[src/rtl/core/bdq_pkg.sv]
// Shared constants, types and codes for the bounded deque.
`default_nettype none

package bdq_pkg;

    localparam int DEPTH      = 16;
    localparam int DATA_WIDTH = 32;

    localparam int IDX_W = (DEPTH > 1) ? $clog2(DEPTH) : 1;
    localparam int CNT_W = $clog2(DEPTH + 1);

    // fixed field widths of the transaction payloads
    localparam int MODE_W   = 3;
    localparam int VALUE_W  = 32;
    localparam int POS_W    = 4;
    localparam int STATUS_W = 2;
    localparam int COUNT_W  = 5;

    typedef enum logic [MODE_W-1:0] {
        MODE_PUSH_FRONT = 3'd0,
        MODE_PUSH_BACK  = 3'd1,
        MODE_POP_FRONT  = 3'd2,
        MODE_POP_BACK   = 3'd3,
        MODE_READ_AT    = 3'd4,
        MODE_REMOVE_AT  = 3'd5
    } mode_e;

    typedef enum logic [STATUS_W-1:0] {
        STAT_OK    = 2'd0,
        STAT_EMPTY = 2'd1,
        STAT_FULL  = 2'd2,
        STAT_RANGE = 2'd3
    } status_e;

    typedef struct packed {
        logic [MODE_W-1:0]  mode;
        logic [VALUE_W-1:0] value_in;
        logic [POS_W-1:0]   position;
    } in_item_t;

    typedef struct packed {
        logic [VALUE_W-1:0] value_out;
        status_e            status;
        logic [COUNT_W-1:0] count;
    } res_item_t;

    typedef enum logic [2:0] {
        S_IDLE,
        S_EXEC,
        S_RD_WAIT,
        S_SH_RD,
        S_SH_WR,
        S_DONE
    } state_t;

    typedef struct packed {
        logic                  we;
        logic [IDX_W-1:0]      waddr;
        logic [DATA_WIDTH-1:0] wdata;
        logic [IDX_W-1:0]      raddr;
    } mem_req_t;

endpackage

`default_nettype wire

[src/rtl/core/bdq_ram.sv]
// Generic single-write, single-read RAM with registered read data.
`default_nettype none

module bdq_ram #(
    parameter int ADDR_W = 4,
    parameter int DATA_W = 32,
    parameter int WORDS  = 16
) (
    input  logic              aclk,
    input  logic              we,
    input  logic [ADDR_W-1:0] waddr,
    input  logic [DATA_W-1:0] wdata,
    input  logic [ADDR_W-1:0] raddr,
    output logic [DATA_W-1:0] rdata
);

    logic [DATA_W-1:0] mem [WORDS];

    always_ff @(posedge aclk) begin
        if (we) begin
            mem[waddr] <= wdata;
        end
    end

    always_ff @(posedge aclk) begin
        rdata <= mem[raddr];
    end

endmodule

`default_nettype wire

[src/rtl/core/bdq_agen.sv]
// Shared slot address unit: (front + offset) modulo DEPTH.
`default_nettype none

module bdq_agen (
    input  logic [bdq_pkg::IDX_W-1:0] front,
    input  logic [bdq_pkg::IDX_W-1:0] offset,
    output logic [bdq_pkg::IDX_W-1:0] slot
);

    import bdq_pkg::*;

    localparam logic [IDX_W:0] DEPTH_EXT = (IDX_W + 1)'(DEPTH);

    logic [IDX_W:0] sum_raw;
    logic [IDX_W:0] sum_wrap;

    // both operands are below DEPTH, so one conditional subtract wraps it
    always_comb begin
        sum_raw  = {1'b0, front} + {1'b0, offset};
        sum_wrap = (sum_raw >= DEPTH_EXT) ? (sum_raw - DEPTH_EXT) : sum_raw;
    end

    assign slot = sum_wrap[IDX_W-1:0];

endmodule

`default_nettype wire

[src/rtl/core/bdq_ctrl.sv]
// Sequencer and state registers of the deque: decode, memory access, gap shifting, result register.
`default_nettype none

module bdq_ctrl (
    input  logic                           aclk,
    input  logic                           aresetn,
    input  logic                           s_valid,
    output logic                           s_ready,
    input  bdq_pkg::in_item_t              s_data,
    output logic                           m_valid,
    input  logic                           m_ready,
    output bdq_pkg::res_item_t             m_data,
    output logic [bdq_pkg::IDX_W-1:0]      agen_front,
    output logic [bdq_pkg::IDX_W-1:0]      agen_offset,
    input  logic [bdq_pkg::IDX_W-1:0]      agen_slot,
    output bdq_pkg::mem_req_t              mem_req,
    input  logic [bdq_pkg::DATA_WIDTH-1:0] mem_rdata
);

    import bdq_pkg::*;

    localparam int CMP_W = (CNT_W > POS_W) ? CNT_W : POS_W;
    localparam int STEP_W = CNT_W + 1;

    state_t                state_reg, state_next;
    in_item_t              req_reg, req_next;
    logic [IDX_W-1:0]      front_reg, front_next;
    logic [CNT_W-1:0]      count_reg, count_next;
    logic [IDX_W-1:0]      k_reg, k_next;
    logic [DATA_WIDTH-1:0] result_reg, result_next;
    status_e               status_reg, status_next;
    logic                  out_valid_reg, out_valid_next;
    res_item_t             out_data_reg, out_data_next;

    mode_e      req_mode;
    logic       is_empty;
    logic       is_full;
    logic       pos_ok;
    logic       more_rd;
    logic       more_wr;
    logic       out_free;

    assign req_mode = mode_e'(req_reg.mode);
    assign is_empty = (count_reg == '0);
    assign is_full  = (count_reg == CNT_W'(DEPTH));
    assign pos_ok   = (CMP_W'(req_reg.position) < CMP_W'(count_reg));
    // entries behind the removed one still to move up
    assign more_rd  = ((STEP_W'(k_reg) + STEP_W'(1)) < STEP_W'(count_reg));
    assign more_wr  = ((STEP_W'(k_reg) + STEP_W'(2)) < STEP_W'(count_reg));
    assign out_free = !out_valid_reg || m_ready;

    assign s_ready    = (state_reg == S_IDLE);
    assign m_valid    = out_valid_reg;
    assign m_data     = out_data_reg;
    assign agen_front = front_reg;

    // next state
    always_comb begin
        state_next = state_reg;
        unique case (state_reg)
            S_IDLE: begin
                if (s_valid) begin
                    state_next = S_EXEC;
                end
            end
            S_EXEC: begin
                unique case (req_mode)
                    MODE_PUSH_FRONT, MODE_PUSH_BACK: begin
                        state_next = S_DONE;
                    end
                    MODE_POP_FRONT, MODE_POP_BACK: begin
                        state_next = is_empty ? S_DONE : S_RD_WAIT;
                    end
                    MODE_READ_AT, MODE_REMOVE_AT: begin
                        state_next = pos_ok ? S_RD_WAIT : S_DONE;
                    end
                    default: begin
                        state_next = S_DONE;
                    end
                endcase
            end
            S_RD_WAIT: begin
                state_next = (req_mode == MODE_REMOVE_AT && more_rd) ? S_SH_RD : S_DONE;
            end
            S_SH_RD: begin
                state_next = S_SH_WR;
            end
            S_SH_WR: begin
                state_next = more_wr ? S_SH_RD : S_DONE;
            end
            S_DONE: begin
                if (out_free) begin
                    state_next = S_IDLE;
                end
            end
            default: begin
                state_next = S_IDLE;
            end
        endcase
    end

    // datapath and memory control
    always_comb begin
        req_next       = req_reg;
        front_next     = front_reg;
        count_next     = count_reg;
        k_next         = k_reg;
        result_next    = result_reg;
        status_next    = status_reg;
        out_valid_next = out_valid_reg && !m_ready;
        out_data_next  = out_data_reg;
        agen_offset    = '0;
        mem_req.we     = 1'b0;
        mem_req.waddr  = agen_slot;
        mem_req.raddr  = agen_slot;
        mem_req.wdata  = DATA_WIDTH'(req_reg.value_in);

        unique case (state_reg)
            S_IDLE: begin
                if (s_valid) begin
                    req_next    = s_data;
                    result_next = '0;
                    status_next = STAT_OK;
                end
            end
            S_EXEC: begin
                unique case (req_mode)
                    MODE_PUSH_FRONT: begin
                        if (is_full) begin
                            status_next = STAT_FULL;
                        end else begin
                            agen_offset = IDX_W'(DEPTH - 1);
                            mem_req.we  = 1'b1;
                            front_next  = agen_slot;
                            count_next  = count_reg + CNT_W'(1);
                        end
                    end
                    MODE_PUSH_BACK: begin
                        if (is_full) begin
                            status_next = STAT_FULL;
                        end else begin
                            agen_offset = IDX_W'(count_reg);
                            mem_req.we  = 1'b1;
                            count_next  = count_reg + CNT_W'(1);
                        end
                    end
                    MODE_POP_FRONT: begin
                        if (is_empty) begin
                            status_next = STAT_EMPTY;
                        end else begin
                            count_next = count_reg - CNT_W'(1);
                        end
                    end
                    MODE_POP_BACK: begin
                        if (is_empty) begin
                            status_next = STAT_EMPTY;
                        end else begin
                            agen_offset = IDX_W'(count_reg - CNT_W'(1));
                            count_next  = count_reg - CNT_W'(1);
                        end
                    end
                    MODE_READ_AT, MODE_REMOVE_AT: begin
                        if (!pos_ok) begin
                            status_next = STAT_RANGE;
                        end else begin
                            agen_offset = IDX_W'(req_reg.position);
                            k_next      = IDX_W'(req_reg.position);
                        end
                    end
                    default: begin
                    end
                endcase
            end
            S_RD_WAIT: begin
                result_next = mem_rdata;
                if (req_mode == MODE_POP_FRONT) begin
                    agen_offset = IDX_W'(1);
                    front_next  = agen_slot;
                end
                if (req_mode == MODE_REMOVE_AT && !more_rd) begin
                    count_next = count_reg - CNT_W'(1);
                end
            end
            S_SH_RD: begin
                agen_offset = k_reg + IDX_W'(1);
            end
            S_SH_WR: begin
                // read data of slot k+1 lands in slot k
                agen_offset   = k_reg;
                mem_req.we    = 1'b1;
                mem_req.wdata = mem_rdata;
                k_next        = k_reg + IDX_W'(1);
                if (!more_wr) begin
                    count_next = count_reg - CNT_W'(1);
                end
            end
            S_DONE: begin
                if (out_free) begin
                    out_valid_next          = 1'b1;
                    out_data_next.value_out = VALUE_W'(result_reg);
                    out_data_next.status    = status_reg;
                    out_data_next.count     = COUNT_W'(count_reg);
                end
            end
            default: begin
            end
        endcase
    end

    always_ff @(posedge aclk) begin
        if (!aresetn) begin
            state_reg     <= S_IDLE;
            front_reg     <= '0;
            count_reg     <= '0;
            out_valid_reg <= 1'b0;
        end else begin
            state_reg     <= state_next;
            front_reg     <= front_next;
            count_reg     <= count_next;
            out_valid_reg <= out_valid_next;
        end
    end

    always_ff @(posedge aclk) begin
        req_reg      <= req_next;
        k_reg        <= k_next;
        result_reg   <= result_next;
        status_reg   <= status_next;
        out_data_reg <= out_data_next;
    end

endmodule

`default_nettype wire

[src/rtl/core/bounded_deque_with_indexed_access.sv]
// Bounded deque with indexed access: top level.
//
// Holds up to DEPTH values in a circular RAM with one write and one registered read port.
// Each transaction on the s_ channel is one operation and gives exactly one result on the
// m_ channel. The block takes one transaction at a time. A push writes its slot in the execute
// step, a pop or read then waits for the registered read data, and a remove takes longer: every
// entry behind the removed one moves one slot toward the front through the one write and one
// read port of the RAM (read, then write). All slot addresses come from one shared modulo adder.
// A finished result sits in an output register, so a stalled result channel only holds the
// sequencer in its final step. Reset empties the deque at once; there is no clearing pass, and
// no RAM word is used in a result before it is written.
`default_nettype none

module bounded_deque_with_indexed_access (
    input  logic               aclk,
    input  logic               aresetn,
    input  logic               s_valid,
    output logic               s_ready,
    input  bdq_pkg::in_item_t  s_data,
    output logic               m_valid,
    input  logic               m_ready,
    output bdq_pkg::res_item_t m_data
);

    import bdq_pkg::*;

    logic [IDX_W-1:0]      agen_front;
    logic [IDX_W-1:0]      agen_offset;
    logic [IDX_W-1:0]      agen_slot;
    mem_req_t              mem_req;
    logic [DATA_WIDTH-1:0] mem_rdata;

    bdq_ctrl u_ctrl (
        .aclk        (aclk),
        .aresetn     (aresetn),
        .s_valid     (s_valid),
        .s_ready     (s_ready),
        .s_data      (s_data),
        .m_valid     (m_valid),
        .m_ready     (m_ready),
        .m_data      (m_data),
        .agen_front  (agen_front),
        .agen_offset (agen_offset),
        .agen_slot   (agen_slot),
        .mem_req     (mem_req),
        .mem_rdata   (mem_rdata)
    );

    bdq_agen u_agen (
        .front  (agen_front),
        .offset (agen_offset),
        .slot   (agen_slot)
    );

    bdq_ram #(
        .ADDR_W (IDX_W),
        .DATA_W (DATA_WIDTH),
        .WORDS  (DEPTH)
    ) u_ram (
        .aclk  (aclk),
        .we    (mem_req.we),
        .waddr (mem_req.waddr),
        .wdata (mem_req.wdata),
        .raddr (mem_req.raddr),
        .rdata (mem_rdata)
    );

endmodule

`default_nettype wire

[config.mk]
export PLATFORM = sky130hd
export DESIGN_NAME = bounded_deque_with_indexed_access
export DESIGN_NICKNAME = d
export VERILOG_FILES = /design/src/rtl/core/bdq_pkg.sv /design/src/rtl/core/bdq_ram.sv /design/src/rtl/core/bdq_agen.sv /design/src/rtl/core/bdq_ctrl.sv /design/src/rtl/core/bounded_deque_with_indexed_access.sv
export SDC_FILE = /design/constraint.sdc
export NUM_CORES = 1
export LEC_CHECK = 0
export ABC_AREA = 1
export BUFFER_PORTS_ARGS = -buffer_cell sky130_fd_sc_hd__buf_2
export CORE_AREA = 2 2 230 322
export DETAILED_ROUTE_END_ITERATION = 8
export DIE_AREA = 0 0 232 324
export PLACE_DENSITY_LB_ADDON = 0.12
export REMOVE_ABC_BUFFERS = 1
export SYNTH_ARGS = -nofsm -noshare
export SYNTH_HDL_FRONTEND = slang
export SYNTH_HIERARCHICAL = 1
export SYNTH_SLANG_ARGS = --single-unit
export TNS_END_PERCENT = 10
[constraint.sdc]
create_clock -name aclk -period 6.7 [get_ports aclk]
set_clock_uncertainty 0.1 [all_clocks]
set_input_delay 0 -clock aclk [delete_from_list [all_inputs] [get_ports aclk]]
set_output_delay 0 -clock aclk [all_outputs]
set_load 0.02 [all_outputs]
==> impl_metrics.env, run 1 <==
export IMPL_outcome="complete, no violations"
export IMPL_grt_max_degree=125
export IMPL_cp_start_kind="register"
export IMPL_synth_area_top_cells="edfxtp_1, nand2_1, nand3_1"
export IMPL_cts_htree_levels=3
export IMPL_worstPathRequired_ns=6.82
export IMPL_cts_sinks=673
export IMPL_grt_total_usage_pct=20.31
export IMPL_synth_seq_cells=673
export IMPL_leakage_nw=13.92
export IMPL_path_clk_slew_ns=0.06
export IMPL_gp_congestion=0.8752
export IMPL_largest_register_ffs=512
export IMPL_ir_worst_vdd_mv=0.3587
export IMPL_fin_cells=3846
export IMPL_syn_to_final_growth_pct=15.96
export IMPL_die_y_um=324
export IMPL_crit_slowest_cell="fa_4"
export IMPL_fp_coreArea_um2=72460
export IMPL_switchingPower_w=0.005790
export IMPL_die_area_um2=75170
export IMPL_drive_gt1_share_pct=9.675
export IMPL_preCtsSetupSlack_ns=1.447
export IMPL_r2r_cells=12
export IMPL_crit_fanout=44
export IMPL_critPathKind="register to register"
export IMPL_yosysTopAreaCell="edfxtp_1"
export IMPL_drt_iter0_drc=1334
export IMPL_synth_commonest_cells="nand2_1, edfxtp_1, inv_1"
export IMPL_p_int_w=0.009519
export IMPL_postCtsSetupRepairBufs=0
export IMPL_critPathArrivalTime_ns=5.41
export IMPL_num_antenna_cells=0
export IMPL_clkLatencyLatePin_ns=0.63
export IMPL_max_cap_viol_count=0
export IMPL_drc_errors=0
export IMPL_dp_hpwl_mm=45.44
export IMPL_setup_viol=0
export IMPL_io_pin_count=84
export IMPL_hp_start="s_data[8]"
export IMPL_switching_share_pct=37.82
export IMPL_max_freq_ghz=0.1889
export IMPL_cp_buffers_inverters=1
export IMPL_io_buffers=83
export IMPL_async_flop_share_pct=0
export IMPL_yosys_warnings=6
export IMPL_grt_pass1_wl_mm=113.4
export IMPL_power_frac_comb_pct=34.8
export IMPL_reg2reg_from="u_ctrl/count_reg[2]"
export IMPL_crit_chain="inv_1 > ha_1 > nand2_1 > nand3b_1 > nand4_1 > o21ai_0 > o21ai_0 > nand3b_1 > ha_4 > fa_4 > nand2_1 > nor2_4"
export IMPL_rr_endpoint="u_ram/mem[6][30]"
export IMPL_viasPerCell=4.852
export IMPL_die_x_um=232
export IMPL_max_stage_delay_ns=1.22
export IMPL_cts_buffer_depth=3
export IMPL_hold_path_class="primary input to register"
export IMPL_p_seq_share_pct=38.4
export IMPL_reg2reg_slack_ns=1.41
export IMPL_finalWirelength_mm=75.93
export IMPL_cp_end_kind="register"
export IMPL_yosysMostFrequentCell="nand2_1"
export IMPL_ys_seq_area_share_pct=69.05
export IMPL_postSynthAreaPerCell_um2=10.67
export IMPL_rsz0062_at_grt="false"
export IMPL_tritoncts="yes"
export IMPL_grt_pass1_vias=18550
export IMPL_grt_overflow_total=0
export IMPL_synthesis_area_um2=28620
export IMPL_antenna_left=0
export IMPL_holdPathStages=2
export IMPL_drtPass1Iterations=5
export IMPL_min_period_ns=5.293
export IMPL_row_count=117
export IMPL_tightest_slew_ns=1.277
export IMPL_hold_buffers=75
export IMPL_wl_per_cell_um=19.74
export IMPL_netlist_instances=2682
export IMPL_slew_viol_final=0
export IMPL_path_delay_family="simple AND/OR/NAND/NOR gates"
export IMPL_antenna_found_initial=0
export IMPL_hold_violations=0
export IMPL_placed_cells=3640
export IMPL_start_util_pct=39.49
export IMPL_period_share_pct=79.00
export IMPL_ys_dominant_reg_cell="edfxtp_1"
export IMPL_synth_edf_count=628
export IMPL_min_to="u_ctrl/req_reg[8]"
export IMPL_num_vias=18660
export IMPL_p_clk_share_pct=26.8
export IMPL_cellPowerDensity_nw_per_um2=461.4
export IMPL_maxSlewHeadroom_pct=14.64
export IMPL_layout_setup_ws_ns=1.407
export IMPL_synth_cell_types=36
export IMPL_clock_root_buffer="clkbuf_16"
export IMPL_layout_nets=2902
export IMPL_synth_top_area_share_pct=65.90
export IMPL_cts_resized_gates=0
export IMPL_numCtsBuffers=71
-- area by class of cell --
type / instances / area (um2)
Timing Repair Buffer: 207 / 1559
Inverter: 478 / 1805
Sequential cell: 673 / 19760
Clock inverter: 34 / 470.5
Clock buffer: 97 / 1936
Multi-Input combinational cell: 1405 / 6462
Fill cell: 6769 / 39280
Tap cell: 952 / 1191
-- routing by layer --
metal	global-route usage, %	vias to the layer above	routed length, um
li1	-	9018	-
met1	25.28	9079	31980
met2	35.22	429	37820
met3	2.620	136	3110
met4	9.174	0	3016
met5	0	-	0
-- power groups by stage --
stage / Sequential, W / Combinational [W] / Clock [W]
after floorplan: 0.00595 / 0.00331 / 0
after global placement: 0.00597 / 0.00532 / 0
after detailed placement: 0.00597 / 0.00537 / 0
after CTS: 0.00589 / 0.00542 / 0.00419
after global routing: 0.00592 / 0.00593 / 0.00434
final: 0.00588 / 0.00533 / 0.00410
-- logic make-up after synthesis --
logic type | after synthesis | synth area share (%)
simple gates | 1297 | 19.09
fa+ha+maj | 23 | 1.032
compound gates | 74 | 1.347
buf+inv | 604 | 9.147
flops | 673 | 69.05
xor+xnor | 10 | 0.3061
mux | 1 | 0.03498
-- placed cells by master (no fill, tap or decap), types with 3 or more instances in the layout --
cell type	Yosys	routed
clkinv_1	0	9
clkbuf_8	0	4
nor2_1	85	68
clkinv_2	0	8
buf_2	43	83
inv_6	0	4
nor2_4	0	17
nand2_1	779	778
nand3b_1	4	4
xor2_1	8	7
o21ai_0	52	31
edfxtp_1	628	628
o21ai_1	0	13
a21oi_1	16	15
buf_4	14	47
nand2_2	3	3
dlygate4sd3_1	0	75
o21ai_2	1	8
nor3_1	8	8
ha_1	22	21
dfxtp_1	45	45
clkbuf_16	0	72
inv_2	4	3
nand3_1	403	403
inv_1	473	472
nand4_1	6	6
clkbuf_1	24	21
clkinv_8	0	3
bufinv_16	0	10
nand3_2	3	3
-- metrics by stage --
stage,area (um2),setup TNS (ns),power [W],hold slack [ns],utilization (%)
after floorplan,27800,-514.23,0.009264,-0.002369,-
after global placement,30030,0,0.01128,0.07618,41.44
after detailed placement,30030,0,0.01134,0.07830,41.44
after CTS,33180,0,0.01550,0.007515,45.79
after global routing,33180,0,0.01619,0.03156,45.79
final,33180,0,0.01531,0.03376,45.79
-- worst max-delay path by stage --
| stage | startpoint | end | slack, ns | cells after the start |
|---|---|---|---|---|
| finish | u_ctrl/count_reg[2] | u_ram/mem[6][30] | 1.41 | 12 |
| floorplan | u_ctrl/count_reg[2] | u_ram/rdata[10] | -2.23 | 16 |
| global route | u_ctrl/count_reg[3] | u_ram/mem[11][29] | 1.17 | 14 |
| detailed placement | u_ctrl/count_reg[2] | u_ram/mem[6][5] | 1.45 | 13 |
| global placement | u_ctrl/count_reg[2] | u_ram/mem[10][5] | 1.51 | 13 |
| CTS | u_ctrl/count_reg[2] | u_ram/mem[6][12] | 1.43 | 13 |
Note: power is estimated with default switching activity, not from simulation.
==> run 2: changes to the inputs <==
Clock period 6.7 ns to 4.9 ns, I/O delays scaled along.
==> run 2 against run 1 <==
Via count up 0.42%. Critical path depth up 4. Maximum frequency up 21%. Utilization up 0.38 points. Wire length down 0.27%. Critical endpoint is now u_ram/rdata[12]. Register-to-register slack worse by 0.89 ns. Largest cell class unchanged. Count of clock-buffer cells in the layout down 5.
==> impl_metrics.env, run 2 (synthesis gave the netlist of run 1 again) <==
export IMPL_totalPowerFinal_w=0.02054
export IMPL_largest_register_ffs=512
export IMPL_syn_to_final_growth_pct=16.92
export IMPL_drt_iter0_drc=1480
export IMPL_tritoncts="yes"
export IMPL_route_met3_wl_mm=3.120
export IMPL_critPathArrivalTime_ns=4.84
export IMPL_worstPathRequired_ns=5.36
export IMPL_layout_nets=2940
export IMPL_max_cap_viol_count=0
export IMPL_cts_buffer_depth=3
export IMPL_finalWirelength_mm=75.72
export IMPL_cp_end_kind="register"
export IMPL_grt_max_degree=137
export IMPL_antenna_found_initial=1
export IMPL_top_layer_used="met4"
export IMPL_antenna_left=0
export IMPL_dp_hpwl_mm=43.48
export IMPL_drive_gt1_share_pct=10.58
export IMPL_gp_congestion=0.8623
export IMPL_min_period_ns=4.387
export IMPL_outcome="complete, no violations"
export IMPL_num_antenna_cells=0
export IMPL_viasPerCell=4.827
export IMPL_final_core_util_pct=46.17
export IMPL_setup_viol=0
export IMPL_slew_viol_final=0
export IMPL_cp_start_kind="register"
export IMPL_postCtsSetupRepairBufs=0
export IMPL_drc_errors=0
export IMPL_layout_common_cells="nand2_1, edfxtp_1, inv_1"
export IMPL_fp_coreArea_um2=72460
export IMPL_path_clk_slew_ns=0.06
export IMPL_layout_setup_ws_ns=0.5128
export IMPL_cellPowerDensity_nw_per_um2=613.9
export IMPL_hold_path_class="primary input to register"
export IMPL_cts_htree_levels=3
export IMPL_die_y_um=324
export IMPL_row_count=117
export IMPL_die_area_um2=75170
export IMPL_crit_fanout=61
export IMPL_grt_pass1_vias=18540
export IMPL_critPathKind="register to register"
export IMPL_grt_overflow_total=0
export IMPL_max_freq_ghz=0.2279
export IMPL_cts_sinks=673
export IMPL_holdWs_ns=0.02891
export IMPL_clkLatencyLatePin_ns=0.62
export IMPL_clock_root_buffer="clkbuf_16"
export IMPL_period_share_pct=89.53
export IMPL_start_util_pct=39.49
export IMPL_layout_commonest_cell="nand2_1"
export IMPL_ir_worst_vdd_mv=0.4358
export IMPL_io_buffers=83
export IMPL_io_pin_count=84
export IMPL_tns_ns=0
export IMPL_leakage_nw=14.10
export IMPL_wl_per_cell_um=19.51
export IMPL_rsz0062_at_grt="false"
export IMPL_met2_length_mm=38.20
export IMPL_die_x_um=232
export IMPL_grt_total_usage_pct=20.41
export IMPL_tightest_slew_ns=1.142
export IMPL_num_vias=18740
export IMPL_drtPass1Iterations=5
export IMPL_hold_violations=0
export IMPL_maxSlewHeadroom_pct=23.38
export IMPL_wl_met1_mm=32.55
export IMPL_fillers=6689
export IMPL_grt_pass1_wl_mm=114.7
export IMPL_numCtsBuffers=71
export IMPL_preCtsSetupSlack_ns=0.4796
## run 2: cell count changes in the layout (fill, tap and decap cells not counted), moves of 2 or more
cell and change:
buf_12 +10, buf_4 +27, bufinv_16 -4, clkbuf_1 -6
clkbuf_16 +2, clkinv_1 +4, clkinv_2 +3, clkinv_8 -2
o21ai_1 +6, o21ai_2 -7
## run 2: critical path, stage by stage (launching register included)
cell and delay (ns):
dfxtp_1 0.46, inv_1 0.19, ha_1 0.33, nand2_1 0.05, nand3b_1 0.16, nand4_1 0.17, inv_1 0.10, nand2_1 0.06
nand2_1 0.05, o21ai_0 0.17, nand3_1 0.16, fa_4 0.94, buf_4 0.67, nand3_1 0.25, nand3_1 0.15, nand3_1 0.15
nand2_1 0.10
## run 2: final timing paths
path,endpoint,cells after the start,slack (ns),start
hold / removal,u_ctrl/req_mode[0],2,0.03,s_data[36]
setup reg to reg,u_ram/rdata[12],16,0.51,u_ctrl/count_reg[2]
hold reg to reg,u_ctrl/m_data[20],0,0.32,u_ctrl/result_reg[13]
setup / recovery,u_ram/rdata[12],16,0.51,u_ctrl/count_reg[2]
## run 2: metrics by stage
stage	std cells	cell area, um2
global route	3882	33460
global placement	3677	30400
detailed placement	3677	30400
CTS	3882	33460
floorplan	2556	27800
finish	3882	33460
## run 2: report_power, final
part	internal [W]	switching [W]
clock	0.00313	0.00223
combinational	0.00201	0.00516
sequential	0.00778	0.000233
total	0.0129	0.00762
## run 2: layer usage
layer | GRT usage [%] | vias to the layer above
met4 | 6.595 | 0
met1 | 25.92 | 9092
li1 | - | 9088
met3 | 2.690 | 117
met2 | 35.97 | 443
met5 | 0 | -
## run 2: final cells by class
type	instances	area, um2	area share [%]
clock buffer	92	1949	5.826
clock inverter	37	349.1	1.043
inverter	478	1802	5.385
multi-input combinational	1405	6436	19.24
sequential	673	19760	59.06
tap	952	1191	3.560
timing repair buffer	245	1972	5.894
## run 2: what timing repair did
| action | 4_1_cts | 5_1_grt |
|---|---|---|
| hold endpoints to repair | 89 | 0 |
| resized for setup | 0 | 0 |
| hold buffers | 76 | 0 |
